<file path="src/sv/pscc_pkg.sv">
`default_nettype none
// ============================================================================
// pscc_pkg
// Shared types and constants of the per-source connection counter: item
// structs, table word layouts, controller states and command/status bundles.
// ============================================================================
package pscc_pkg;

    // Default table sizes
    localparam int ADDR_ENTRIES_DEF = 64;
    localparam int LINK_ENTRIES_DEF = 256;

    // Field widths
    localparam int PID_W = 22;
    localparam int IP_W  = 32;
    localparam int CNT_W = 9;

    localparam logic [CNT_W-1:0] CNT_MAX = '1;

    // Event codes carried in the func field
    localparam logic FUNC_OPEN  = 1'b0;
    localparam logic FUNC_CLOSE = 1'b1;

    typedef struct packed {
        logic             func;
        logic [PID_W-1:0] proc_id;
        logic [IP_W-1:0]  client_addr;
    } t_in_item;

    typedef struct packed {
        logic [CNT_W-1:0] new_count;
        logic             pid_unknown;
        logic             table_full;
    } t_out_item;

    // Link table word: process id to client address
    typedef struct packed {
        logic             valid;
        logic [PID_W-1:0] pid;
        logic [IP_W-1:0]  addr;
    } t_link_word;

    // Address table word: client address and its connection count
    typedef struct packed {
        logic             valid;
        logic [IP_W-1:0]  key;
        logic [CNT_W-1:0] count;
    } t_addr_word;

    typedef enum logic [2:0] {
        S_CLEAR,
        S_IDLE,
        S_LSCAN,
        S_ASCAN,
        S_COMMIT
    } t_state;

    // Controller to datapath
    typedef struct packed {
        logic clear;
        logic load;
        logic scan_link;
        logic scan_addr;
        logic commit;
    } t_dp_cmd;

    // Datapath to controller
    typedef struct packed {
        logic clear_done;
        logic scan_done;
        logic out_free;
    } t_dp_sts;

endpackage
`default_nettype wire

</file>
<file path="src/sv/pscc_ctrl.sv">
`default_nettype none
// ============================================================================
// pscc_ctrl
// Sequencer: clearing pass after reset, then per event a link table scan,
// an address table scan and a commit into the output register.
// ============================================================================
module pscc_ctrl import pscc_pkg::*; (
    input  wire logic    i_clk,
    input  wire logic    i_rst_n,
    input  wire logic    i_in_valid,
    output logic         o_in_stall,
    input  wire t_dp_sts i_sts,
    output t_dp_cmd      o_cmd
);

    t_state r_state;
    t_state n_state;

    // State register
    always_ff @(posedge i_clk) begin
        if (!i_rst_n) begin
            r_state <= S_CLEAR;
        end else begin
            r_state <= n_state;
        end
    end

    // Next state and commands
    always_comb begin
        n_state    = r_state;
        o_cmd      = '0;
        o_in_stall = 1'b1;
        unique case (r_state)
            S_CLEAR: begin
                o_cmd.clear = 1'b1;
                if (i_sts.clear_done) begin
                    n_state = S_IDLE;
                end
            end
            S_IDLE: begin
                o_in_stall = 1'b0;
                if (i_in_valid) begin
                    o_cmd.load = 1'b1;
                    n_state    = S_LSCAN;
                end
            end
            S_LSCAN: begin
                o_cmd.scan_link = 1'b1;
                if (i_sts.scan_done) begin
                    n_state = S_ASCAN;
                end
            end
            S_ASCAN: begin
                o_cmd.scan_addr = 1'b1;
                if (i_sts.scan_done) begin
                    n_state = S_COMMIT;
                end
            end
            S_COMMIT: begin
                // wait for room in the output register
                if (i_sts.out_free) begin
                    o_cmd.commit = 1'b1;
                    n_state      = S_IDLE;
                end
            end
            default: begin
                n_state = S_CLEAR;
            end
        endcase
    end

endmodule
`default_nettype wire

</file>
<file path="config.mk">
export PLATFORM = sky130hd
export DESIGN_NAME = pscc_ctrl
export DESIGN_NICKNAME = d
export VERILOG_FILES = /design/src/sv/pscc_pkg.sv /design/src/sv/pscc_ctrl.sv
export SDC_FILE = /design/constraint.sdc
export NUM_CORES = 1
export LEC_CHECK = 0
export BUFFER_PORTS_ARGS = -buffer_cell sky130_fd_sc_hd__buf_2
export CAP_MARGIN = 20
export CORE_AREA = 2 2 39 41
export CTS_CLUSTER_SIZE = 10
export DETAILED_ROUTE_END_ITERATION = 7
export DIE_AREA = 0 0 41 43
export SLEW_MARGIN = 20
export SYNTH_ARGS = -nofsm -noshare
export SYNTH_HDL_FRONTEND = slang
export SYNTH_SLANG_ARGS = --single-unit
</file>
<file path="constraint.sdc">
create_clock -name i_clk -period 2.7 [get_ports i_clk]
set_clock_uncertainty 0.05 [all_clocks]
set_input_delay 0.135 -clock i_clk [delete_from_list [all_inputs] [get_ports i_clk]]
set_output_delay 0.135 -clock i_clk [all_outputs]
set_load 0.02 [all_outputs]
</file>
=== After elaboration in Yosys (flattened, before gate mapping) ===
Cells that the tools add are included.
W data, S select, Z words.

* Register bits: 3
* Output and inout bits: 6
* Logic and storage cells: 26

* Equality and inequality tests: 9
* Multiplexer cells: 14
* Reductions and logical operators: 2

{| class="wikitable"
|+ Operators with widths
! operator !! count
|-
| $mux W3 || 5
|-
| $pmux W3 S5 || 1
|-
| $ne A2 B2 Y1 const B || 5
|-
| $mux W1 || 8
|-
| $eq A3 B2 Y1 const B || 2
|-
| $reduce_and A5 Y1 || 1
|-
| $eq A3 B1 Y1 const B || 1
|-
| $eq A3 B3 Y1 const B || 1
|-
| $logic_not A3 Y1 || 1
|}

=== Logic depth before layout (Yosys ltp) ===
Gate-level depths: netlist (run 1).

* Depth in word-level cells: 3
* Mapped depth: 4

=== Least setup slack after synthesis (run 1) ===
Ideal clock, no wire load.

* Path type: register -> register
* Start point: register r_state[1]
* End point: register r_state[0]
* Arrival: 0.990 ns
* Required time: 2.584 ns
* Setup slack: 1.595 ns
* Cell stages (with the launch flop): 5
* Path buffers: 1
* Period minus slack after synthesis: 1.105 ns
* Cells stage by stage: dfxtp_1 > buf_6 > and4bb_1 > a21oi_2 > a21boi_2

* Word-level cells in the longest chain between the ends: 3
* Elaborated cells between the ends (all ways): 12
* Classes of those cells: 9 x eq/ne; 1 x mux; 2 x reduce/logical

{| class="wikitable"
|+ Ends and longest elaborated chain
! item !! line !! RTL
|-
| start: declaration || pscc_ctrl.sv:16 || <nowiki>t_state r_state;</nowiki>
|-
| start signal: assignment || pscc_ctrl.sv:24 || <nowiki>r_state <= n_state;</nowiki>
|-
| $eq A3 B2 Y1, or another cell as far along || pscc_ctrl.sv:33 || <nowiki>unique case (r_state)</nowiki>
|-
| $ne A2 B2 Y1 (no line) || - ||
|-
| $reduce_and A5 Y1 (no line) || - ||
|}

Parallel ways exist; a longest one is shown, timed or not.
A chain may end at the register's enable or synchronous reset.

==> flow_metrics.env, run 1 <==
export IMPL_status="completed"
export IMPL_end_kind="primary output"
export IMPL_placed_area_sq_um=280
export IMPL_vias=210
export IMPL_power_frac_seq_pct=31.4
export IMPL_p_switching_uw=46.2
export IMPL_p_total_uw=166
export IMPL_ys_top_cells_by_area="dfxtp_1 28%, and2_1 8.7%, and4bb_1 5.8%"
export IMPL_grt_use_met2_pct=8.44
export IMPL_synth_largest_area_cell="dfxtp_1"
export IMPL_synth_top_area_share_pct=27.7
export IMPL_synth_cell_types=19
export IMPL_post_route_min_period_ns=1.37
export IMPL_async_reset_ff_share_pct=0
export IMPL_worst_hold_path_type="in -> reg"
export IMPL_cts_resized=0
export IMPL_switching_share_pct=27.8
export IMPL_vdd_drop_max_mv=0.144
export IMPL_fin_setup_tns_ns=0
export IMPL_synth_seq_cells=3
export IMPL_finalInstanceArea_sq_um=307
export IMPL_drive_above_1_share_pct=47.4
export IMPL_antenna_cells=0
export IMPL_cellInternalPower_uw=120
export IMPL_coreArea_sq_um=1380
export IMPL_dieHeight_microns=43
export IMPL_slew_headroom_pct=79.5
export IMPL_syn_nets=30
export IMPL_largest_reg_flops=3
export IMPL_clockBufferDepth=2
export IMPL_powerDensity_nw_per_um2=542
export IMPL_pin_count=12
export IMPL_required_ns=2.52
export IMPL_crit_family="simple AND/OR/NAND/NOR gates"
export IMPL_worst_slack_ns=1.33
export IMPL_area_growth_pct=41.6
export IMPL_syn_avg_cell_area_sq_um=9.02
export IMPL_cts_hold_fix_buffers=0
export IMPL_synth_top_cells_by_count="3 x and2_1, 3 x dfxtp_1, 2 x nand2_1"
export IMPL_dr_pass1_iters=1
export IMPL_grtUsageMet3_pct=4.71
export IMPL_worstPathArrival_ns=1.18
export IMPL_clkTransAtPathRegs_ns=0.04
export IMPL_syn_instance_count=24
export IMPL_io_buffer_count=11
export IMPL_finalWeightedCongestion=0.648
export IMPL_clock_latency_ns=0.23
export IMPL_critPathLaunchType="flop"
export IMPL_maxCapViolCount=0
export IMPL_gr_total_overflow=0
export IMPL_grt_max_degree=12
export IMPL_cts_setup_buffers=0
export IMPL_grt_use_total_pct=6.52
export IMPL_drc_errors=0
export IMPL_drtIter0Drc=0
export IMPL_die_area_sq_um=1760
export IMPL_p_leak_uw=0.000133
export IMPL_h_tree_depth=1
export IMPL_post_route_util_pct=22.2
export IMPL_grt_first_pass_wirelength_microns=717
export IMPL_crit_buf_inv=1
export IMPL_start_util_pct=15.6
export IMPL_syn_area_sq_um=216
export IMPL_synthFlopType="dfxtp_1"
export IMPL_ys_warn_count=0
export IMPL_antenna_found_initial=0
export IMPL_post_drt_via_cell_ratio=3.89
export IMPL_crit_chain="and2b_1 -> and2_1 -> buf_2"
export IMPL_cts_root_buffer_cell="clkbuf_4"
export IMPL_p_comb_share_pct=22.2
export IMPL_busiest_layer="met2"
export IMPL_cpPeakStageDelay_ns=0.39
export IMPL_crit_slowest_cell="dfxtp_1"
export IMPL_finalCritPeriodShare_pct=50.6
export IMPL_ys_seq_area_share_pct=27.7
export IMPL_drt_wl_total_microns=455
export IMPL_ant_nets=0
export IMPL_routedWlPerCell_microns=8.43
export IMPL_cts_tree="yes"
export IMPL_setup_violations_final=0
export IMPL_hpwlAfterDp_microns=369
export IMPL_use_met1_pct=6.41
export IMPL_hold_viol_final=0
export IMPL_clock_sinks=3
export IMPL_crit_path_max_fanout=6
export IMPL_post_place_ws_ns=1.44
export IMPL_synth_edff_count=0
export IMPL_grt_pass1_vias=189
export IMPL_fp_dieW_microns=41
export IMPL_top_regs="r_state: 3 flops"
export IMPL_slew_violations=0
export IMPL_nNetsFinal=45
export IMPL_rows=14
export IMPL_fmax_ghz=0.732
export IMPL_tightest_slew_ns=0.307
export IMPL_cts_inserted_buffers=3
export IMPL_crit_type="reg -> out"
export IMPL_rsz0062_at_grt="false"
export IMPL_regMostFlops="r_state"
export IMPL_clock_power_share_pct=46.4
metal layers:
layer  vias up  part of all wire (%)
met4         0                     0
met3         0                    12
met5         -                     0
li1        115                     -
met1        87                    44
met2         8                    44
path summary, 6_finish.rpt:
| path | cells past startpoint | slack (ns) | from | end |
|---|---|---|---|---|
| setup / recovery | 3 | 1.33 | r_state[2] | o_cmd[1] |
| hold / removal | 2 | 0.11 | i_rst_n | r_state[2] |
| setup reg to reg | 3 | 1.46 | r_state[1] | r_state[0] |
| hold reg to reg | 1 | 0.46 | r_state[2] | r_state[1] |
power by group through the flow:
stage	clock network [uW]	logic (uW)	registers [uW]
CTS	82.6	37.7	52.3
detailed placement	0	37.5	53.0
finish	77.2	36.9	52.2
global placement	0	37.0	52.9
floorplan	0	29.1	50.5
global route	85.6	40.2	53.3
cell usage in the layout (no fill, tap or decap), drive strengths merged, types with 2 or more instances in the layout:
master	netlist	layout
nand2	2	2
dfxtp	3	3
clkbuf	0	4
nor2b	2	2
buf	1	11
and2	3	3
final cells by class:
class                   count  area, sq um
multi-input cells          20          145
flip-flops and latches      3         60.1
clock buffers               4         26.3
fillers                   161         1080
repair buffers             11         55.1
well taps                  16         20.0
kinds of logic (layout without fill, tap and decap cells):
family / count (synthesis) / in the layout / synth area share (%)
multiplexers: 1 / 1 / 5.20
flip-flops: 3 / 3 / 27.7
AND/OR/NAND/NOR: 15 / 15 / 46.2
AO/OA/AOI/OAI: 4 / 4 / 15.6
buffers and inverters: 1 / 15 / 5.20
through the flow:
stage                     hold slack [ns]  instances
final                               0.112         54
after floorplan                     0.213         24
after global routing                0.119         54
after global placement              0.332         50
after CTS                           0.100         54
after detailed placement            0.344         50
Power figures use the tool's default switching activity.
==> run 2, diff against run 1 <==
--- a/config.mk
+++ b/config.mk
@@ -5,6 +5,7 @@
 export SDC_FILE = /design/constraint.sdc
 export NUM_CORES = 1
 export LEC_CHECK = 0
+export ABC_AREA = 1
 export BUFFER_PORTS_ARGS = -buffer_cell sky130_fd_sc_hd__buf_2
 export CAP_MARGIN = 20
 export CORE_AREA = 2 2 39 41
==> constraint.sdc (replaced) <==
create_clock -name i_clk -period 1.35 [get_ports i_clk]
set_clock_uncertainty 0.05 [all_clocks]
set_input_delay 0.0675 -clock i_clk [delete_from_list [all_inputs] [get_ports i_clk]]
set_output_delay 0.0675 -clock i_clk [all_outputs]
set_load 0.02 [all_outputs]
==> flow_metrics.env, run 2 <==
export IMPL_status="completed"
export IMPL_cts_setup_buffers=0
export IMPL_vias=288
export IMPL_regMostFlops="r_state"
export IMPL_crit_path_max_fanout=6
export IMPL_synth_edff_count=0
export IMPL_clock_latency_ns=0.23
export IMPL_worst_hold_path_type="in -> reg"
export IMPL_coreArea_sq_um=1380
export IMPL_reg2reg_depth=7
export IMPL_vdd_drop_max_mv=0.672
export IMPL_busiest_layer="met2"
export IMPL_ys_top_cells_by_area="dfxtp_1 25%, nor2_1 13%, nand2_1 9.5%"
export IMPL_hpwlAfterDp_microns=456
export IMPL_dr_pass1_iters=4
export IMPL_maxCapViolCount=0
export IMPL_fin_setup_tns_ns=0
export IMPL_multiInputGateArea_sq_um=146
export IMPL_required_ns=1.23
export IMPL_p_leak_uw=0.000193
export IMPL_syn_nets=46
export IMPL_crit_type="reg -> out"
export IMPL_slew_headroom_pct=84.2
export IMPL_powerDensity_nw_per_um2=2500
export IMPL_cpPeakStageDelay_ns=0.38
export IMPL_antenna_cells=0
export IMPL_finalInstanceArea_sq_um=342
export IMPL_drtIter0Drc=1
export IMPL_grt_use_total_pct=7.62
export IMPL_syn_area_sq_um=236
export IMPL_slew_violations=0
export IMPL_synth_seq_cells=3
export IMPL_yosysMostFrequentCell="nor2_1"
export IMPL_rows=14
export IMPL_holdPathStages=3
export IMPL_fp_dieW_microns=41
export IMPL_cts_hold_fix_buffers=0
export IMPL_cts_tree="yes"
export IMPL_mostFrequentLayoutCells="11 x buf_2, 8 x nor2_1, 6 x nand2_1, 5 x inv_1"
export IMPL_drt_wl_total_microns=559
export IMPL_largest_reg_flops=3
export IMPL_post_route_min_period_ns=1.22
export IMPL_crit_buf_inv=2
export IMPL_synth_cell_types=12
export IMPL_ant_nets=0
export IMPL_crit_family="flip-flops"
export IMPL_worstReg2RegStart="r_state[2]"
export IMPL_cts_inserted_buffers=3
export IMPL_grtUsageMet3_pct=1.57
export IMPL_routedWlPerCell_microns=7.87
export IMPL_worstPathArrival_ns=1.10
export IMPL_grt_max_degree=8
export IMPL_crit_chain="inv_2 -> nor4_1 -> buf_2"
export IMPL_hold_start="i_rst_n"
export IMPL_ys_seq_area_share_pct=25.4
export IMPL_die_area_sq_um=1760
export IMPL_finalWeightedCongestion=0.705
export IMPL_io_buffer_count=11
export IMPL_post_drt_via_cell_ratio=4.06
export IMPL_n_fill_cell=168
export IMPL_finalCritPeriodShare_pct=90.4
export IMPL_min_to="r_state[0]"
export IMPL_area_growth_pct=44.4
export IMPL_grt_use_met2_pct=11.3
export IMPL_crit_slowest_cell="dfxtp_2"
export IMPL_grt_first_pass_wirelength_microns=876
export IMPL_pin_count=12
export IMPL_h_tree_depth=1
export IMPL_synthFlopType="dfxtp_1"
export IMPL_tightest_slew_ns=0.236
export IMPL_clockBufferDepth=2
export IMPL_ys_warn_count=0
export IMPL_clkTransAtPathRegs_ns=0.04
export IMPL_start_util_pct=17.1
export IMPL_drc_errors=0
export IMPL_cts_root_buffer_cell="clkbuf_4"
export IMPL_drive_above_1_share_pct=43.6
export IMPL_end_kind="primary output"
export IMPL_grt_pass1_vias=262
export IMPL_use_met1_pct=7.99
export IMPL_synth_top_cells_by_count="8 x nor2_1, 6 x nand2_1, 5 x inv_1"
export IMPL_critPathLaunchType="flop"
export IMPL_synth_top_area_share_pct=25.4
export IMPL_gr_total_overflow=0
export IMPL_syn_avg_cell_area_sq_um=5.91
export IMPL_top_regs="r_state: 3 flops"
export IMPL_reg2reg_to="r_state[1]"
export IMPL_r2r_slack_ns=0.25
export IMPL_setup_violations_final=0
export IMPL_layout_commonest_cell="buf_2"
export IMPL_syn_instance_count=40
export IMPL_synth_largest_area_cell="dfxtp_1"
export IMPL_fmax_ghz=0.820
export IMPL_nNetsFinal=62
export IMPL_rsz0062_at_grt="false"
export IMPL_clock_sinks=3
export IMPL_seqCellArea_sq_um=63.8
export IMPL_hold_viol_final=0
export IMPL_antenna_found_initial=0
export IMPL_placed_area_sq_um=312
export IMPL_async_reset_ff_share_pct=0
export IMPL_dieHeight_microns=43
## run 2: cell types whose count changed in the layout (fill, tap and decap cells not counted), sizes merged, moves of 2 or more
cell	change
and2	-3
o21bai	+3
inv	+8
nor2b	-2
nor2	+9
nand3	+3
nand2	+6
## run 2: logic make-up after synthesis
kind of cell           synth area share (%)
AND/OR/NAND/NOR                        52.4
flip-flops                             25.4
buffers and inverters                  12.7
AO/OA/AOI/OAI                          9.52
## run 2: stage by stage
stage          hold WS (ns)  setup WS, ns  utilization [%]  power (uW)  instances
4_1_cts              0.0109        0.0135             24.4         863         71
6_report             0.0148         0.130             24.7         853         71
5_1_grt              0.0250        0.0437             24.7         942         71
2_1_floorplan         0.129        0.0523                -         568         40
3_5_place_dp          0.264         0.175             22.5         694         67
3_3_place_gp          0.258         0.173             22.5         687         67
## run 2: final cells by class
class                      count  area share [%]
timing repair buffer          11            16.1
tap                           16            5.86
inverter                       8            8.79
clock buffer                   4            7.69
sequential                     3            18.7
multi-input combinational     29            42.9
## run 2: worst max path at each step
stage                from          to  slack [ns]  depth (start not counted)
2_1_floorplan  r_state[1]  r_state[2]        0.05                          4
5_1_grt        r_state[0]    o_cmd[3]        0.04                          5
6_report       r_state[2]    o_cmd[0]        0.13                          3
3_5_place_dp   r_state[1]  r_state[1]        0.18                          7
3_3_place_gp   r_state[2]  r_state[2]        0.17                          7
4_1_cts        r_state[2]    o_cmd[0]        0.01                          3
## run 2: power by group
part | leakage, uW | internal [uW] | switching (uW)
registers | 0.0000258 | 136 | 60.6
logic | 0.000152 | 185 | 314
clock network | 0.0000150 | 111 | 46.1
## run 2: layer usage
layer,share of wire (%),up-vias,wire length [microns]
met5,0,-,0
met4,0,0,0
met3,6.1,0,34
met2,53,5,295
met1,41,126,229
li1,-,157,-
## run 2: repair_timing
action	CTS	global route
endpoints found under the setup margin	0	3
resized for setup	0	3
hold endpoints to repair	0	0
## run 2: worst reg2reg max path, delay by kind of cell (launching register included)
family | cells | cell delay, ns
simple gates | 5 | 0.44
flops | 1 | 0.38
buf+inv | 2 | 0.11
==> run 3, diff against run 2 <==
--- a/config.mk
+++ b/config.mk
@@ -8,10 +8,13 @@
 export ABC_AREA = 1
 export BUFFER_PORTS_ARGS = -buffer_cell sky130_fd_sc_hd__buf_2
 export CAP_MARGIN = 20
-export CORE_AREA = 2 2 39 41
+export CELL_PAD_IN_SITES_DETAIL_PLACEMENT = 0
+export CELL_PAD_IN_SITES_GLOBAL_PLACEMENT = 2
+export CORE_UTILIZATION = 18
 export CTS_CLUSTER_SIZE = 10
 export DETAILED_ROUTE_END_ITERATION = 7
-export DIE_AREA = 0 0 41 43
+export MAX_ROUTING_LAYER = met4
+export PLACE_DENSITY_LB_ADDON = 0.1
 export SLEW_MARGIN = 20
 export SYNTH_ARGS = -nofsm -noshare
 export SYNTH_HDL_FRONTEND = slang
==> flow_metrics.env, run 3 (same netlist as run 2, synthesis figures left out) <==
export IMPL_layout_commonest_cell="buf_2"
export IMPL_die_area_sq_um=1460
export IMPL_n_fill_cell=143
export IMPL_fin_setup_tns_ns=0
export IMPL_crit_buf_inv=2
export IMPL_rsz0062_at_grt="false"
export IMPL_cts_hold_fix_buffers=0
export IMPL_top_regs="r_state: 3 flops"
export IMPL_setup_violations_final=0
export IMPL_p_leak_uw=0.000194
export IMPL_io_buffer_count=11
export IMPL_required_ns=1.23
export IMPL_dr_pass1_iters=2
export IMPL_grt_use_met2_pct=15.7
export IMPL_antenna_cells=0
export IMPL_fp_dieW_microns=38.2
export IMPL_grt_first_pass_wirelength_microns=979
export IMPL_finalWeightedCongestion=0.665
export IMPL_grtUsageMet3_pct=1.74
export IMPL_cpPeakStageDelay_ns=0.43
export IMPL_status="completed"
export IMPL_area_growth_pct=45.0
export IMPL_maxCapViolCount=0
export IMPL_cts_inserted_buffers=3
export IMPL_hold_viol_final=0
export IMPL_powerDensity_nw_per_um2=2520
export IMPL_grt_use_total_pct=10.3
export IMPL_cts_tree="yes"
export IMPL_post_route_min_period_ns=1.24
export IMPL_placed_area_sq_um=309
export IMPL_hpwlAfterDp_microns=526
export IMPL_clkTransAtPathRegs_ns=0.03
export IMPL_busiest_layer="met2"
export IMPL_nNetsFinal=62
export IMPL_pin_count=12
export IMPL_crit_type="reg -> out"
export IMPL_coreArea_sq_um=1160
export IMPL_largest_reg_flops=3
export IMPL_worst_hold_path_type="in -> reg"
export IMPL_grt_pass1_vias=262
export IMPL_post_drt_via_cell_ratio=4.06
export IMPL_drc_errors=0
export IMPL_mostFrequentLayoutCells="11 x buf_2, 8 x nor2_1, 6 x nand2_1, 5 x inv_1"
export IMPL_regMostFlops="r_state"
export IMPL_vdd_drop_max_mv=0.806
export IMPL_cts_root_buffer_cell="clkbuf_4"
export IMPL_crit_family="flip-flops"
export IMPL_ant_nets=0
export IMPL_drtIter0Drc=2
export IMPL_finalCritPeriodShare_pct=91.9
export IMPL_drt_wl_total_microns=611
export IMPL_crit_slowest_cell="dfxtp_1"
export IMPL_h_tree_depth=1
export IMPL_start_util_pct=20.5
export IMPL_finalInstanceArea_sq_um=343
export IMPL_slew_headroom_pct=85.4
export IMPL_tightest_slew_ns=0.219
export IMPL_vias=280
export IMPL_critPathLaunchType="flop"
export IMPL_fmax_ghz=0.806
export IMPL_use_met1_pct=11.9
export IMPL_slew_violations=0
export IMPL_grt_max_degree=8
export IMPL_antenna_found_initial=0
export IMPL_drive_above_1_share_pct=43.6
export IMPL_cts_setup_buffers=0
export IMPL_routedWlPerCell_microns=8.86
export IMPL_crit_chain="inv_1 -> nor3_2 -> buf_2"
export IMPL_clock_latency_ns=0.23
export IMPL_gr_total_overflow=0
export IMPL_worstPathArrival_ns=1.12
export IMPL_end_kind="primary output"
export IMPL_clock_sinks=3
export IMPL_rows=12
export IMPL_clockBufferDepth=2
export IMPL_crit_path_max_fanout=7
export IMPL_dieHeight_microns=38.2
## run 3: cell counts in the layout (fill, tap and decap cells not counted)
Identical to the previous run, type by type.
## run 3: worst min-delay path: stages
cell	delay, ns
buf_2	0.11
inv_1	0.05
nor2_1	0.03
## run 3: final timing paths
check	end	cells after the start	slack, ns	from
max	o_cmd[1]	3	0.11	r_state[1]
min	r_state[0]	3	0.02	i_rst_n
max reg2reg	r_state[2]	7	0.15	r_state[1]
min reg2reg	r_state[0]	3	0.56	r_state[0]
## run 3: layout make-up
| type | count | area (sq um) | share of cell area, % |
|---|---|---|---|
| timing repair buffer | 11 | 55.1 | 16.1 |
| sequential | 3 | 62.6 | 18.2 |
| clock buffer | 4 | 26.3 | 7.66 |
| multi-input combinational | 29 | 151 | 44.2 |
| tap | 14 | 17.5 | 5.11 |
| inverter | 8 | 30.0 | 8.76 |
## run 3: repair_timing
action | CTS | global route
resized for setup | 0 | 3
setup endpoints to repair | 0 | 3
endpoints found under the hold margin | 0 | 0
## run 3: power breakdown
part / total [uW] / switching (uW) / internal, uW
logic: 515 / 329 / 186
registers: 198 / 64.2 / 134
clock network: 152 / 41.7 / 110
## run 3: metal layers
| layer | wire, microns | share of wire (%) | up-vias |
|---|---|---|---|
| li1 | - | - | 156 |
| met1 | 299 | 49 | 120 |
| met2 | 302 | 49 | 4 |
| met3 | 9 | 1.5 | 0 |
| met4 | 0 | 0 | 0 |
| met5 | 0 | 0 | - |
## run 3: per-stage QoR
stage	utilization (%)	power, uW	worst slack [ns]	hold WS (ns)	instances
3_5_place_dp	26.7	708	0.130	0.265	65
6_report	29.7	865	0.110	0.0206	69
4_1_cts	29.0	870	0.0204	0.0182	69
5_1_grt	29.7	950	0.0240	0.0319	69
2_1_floorplan	-	568	0.0523	0.129	40
3_3_place_gp	26.7	707	0.133	0.261	65
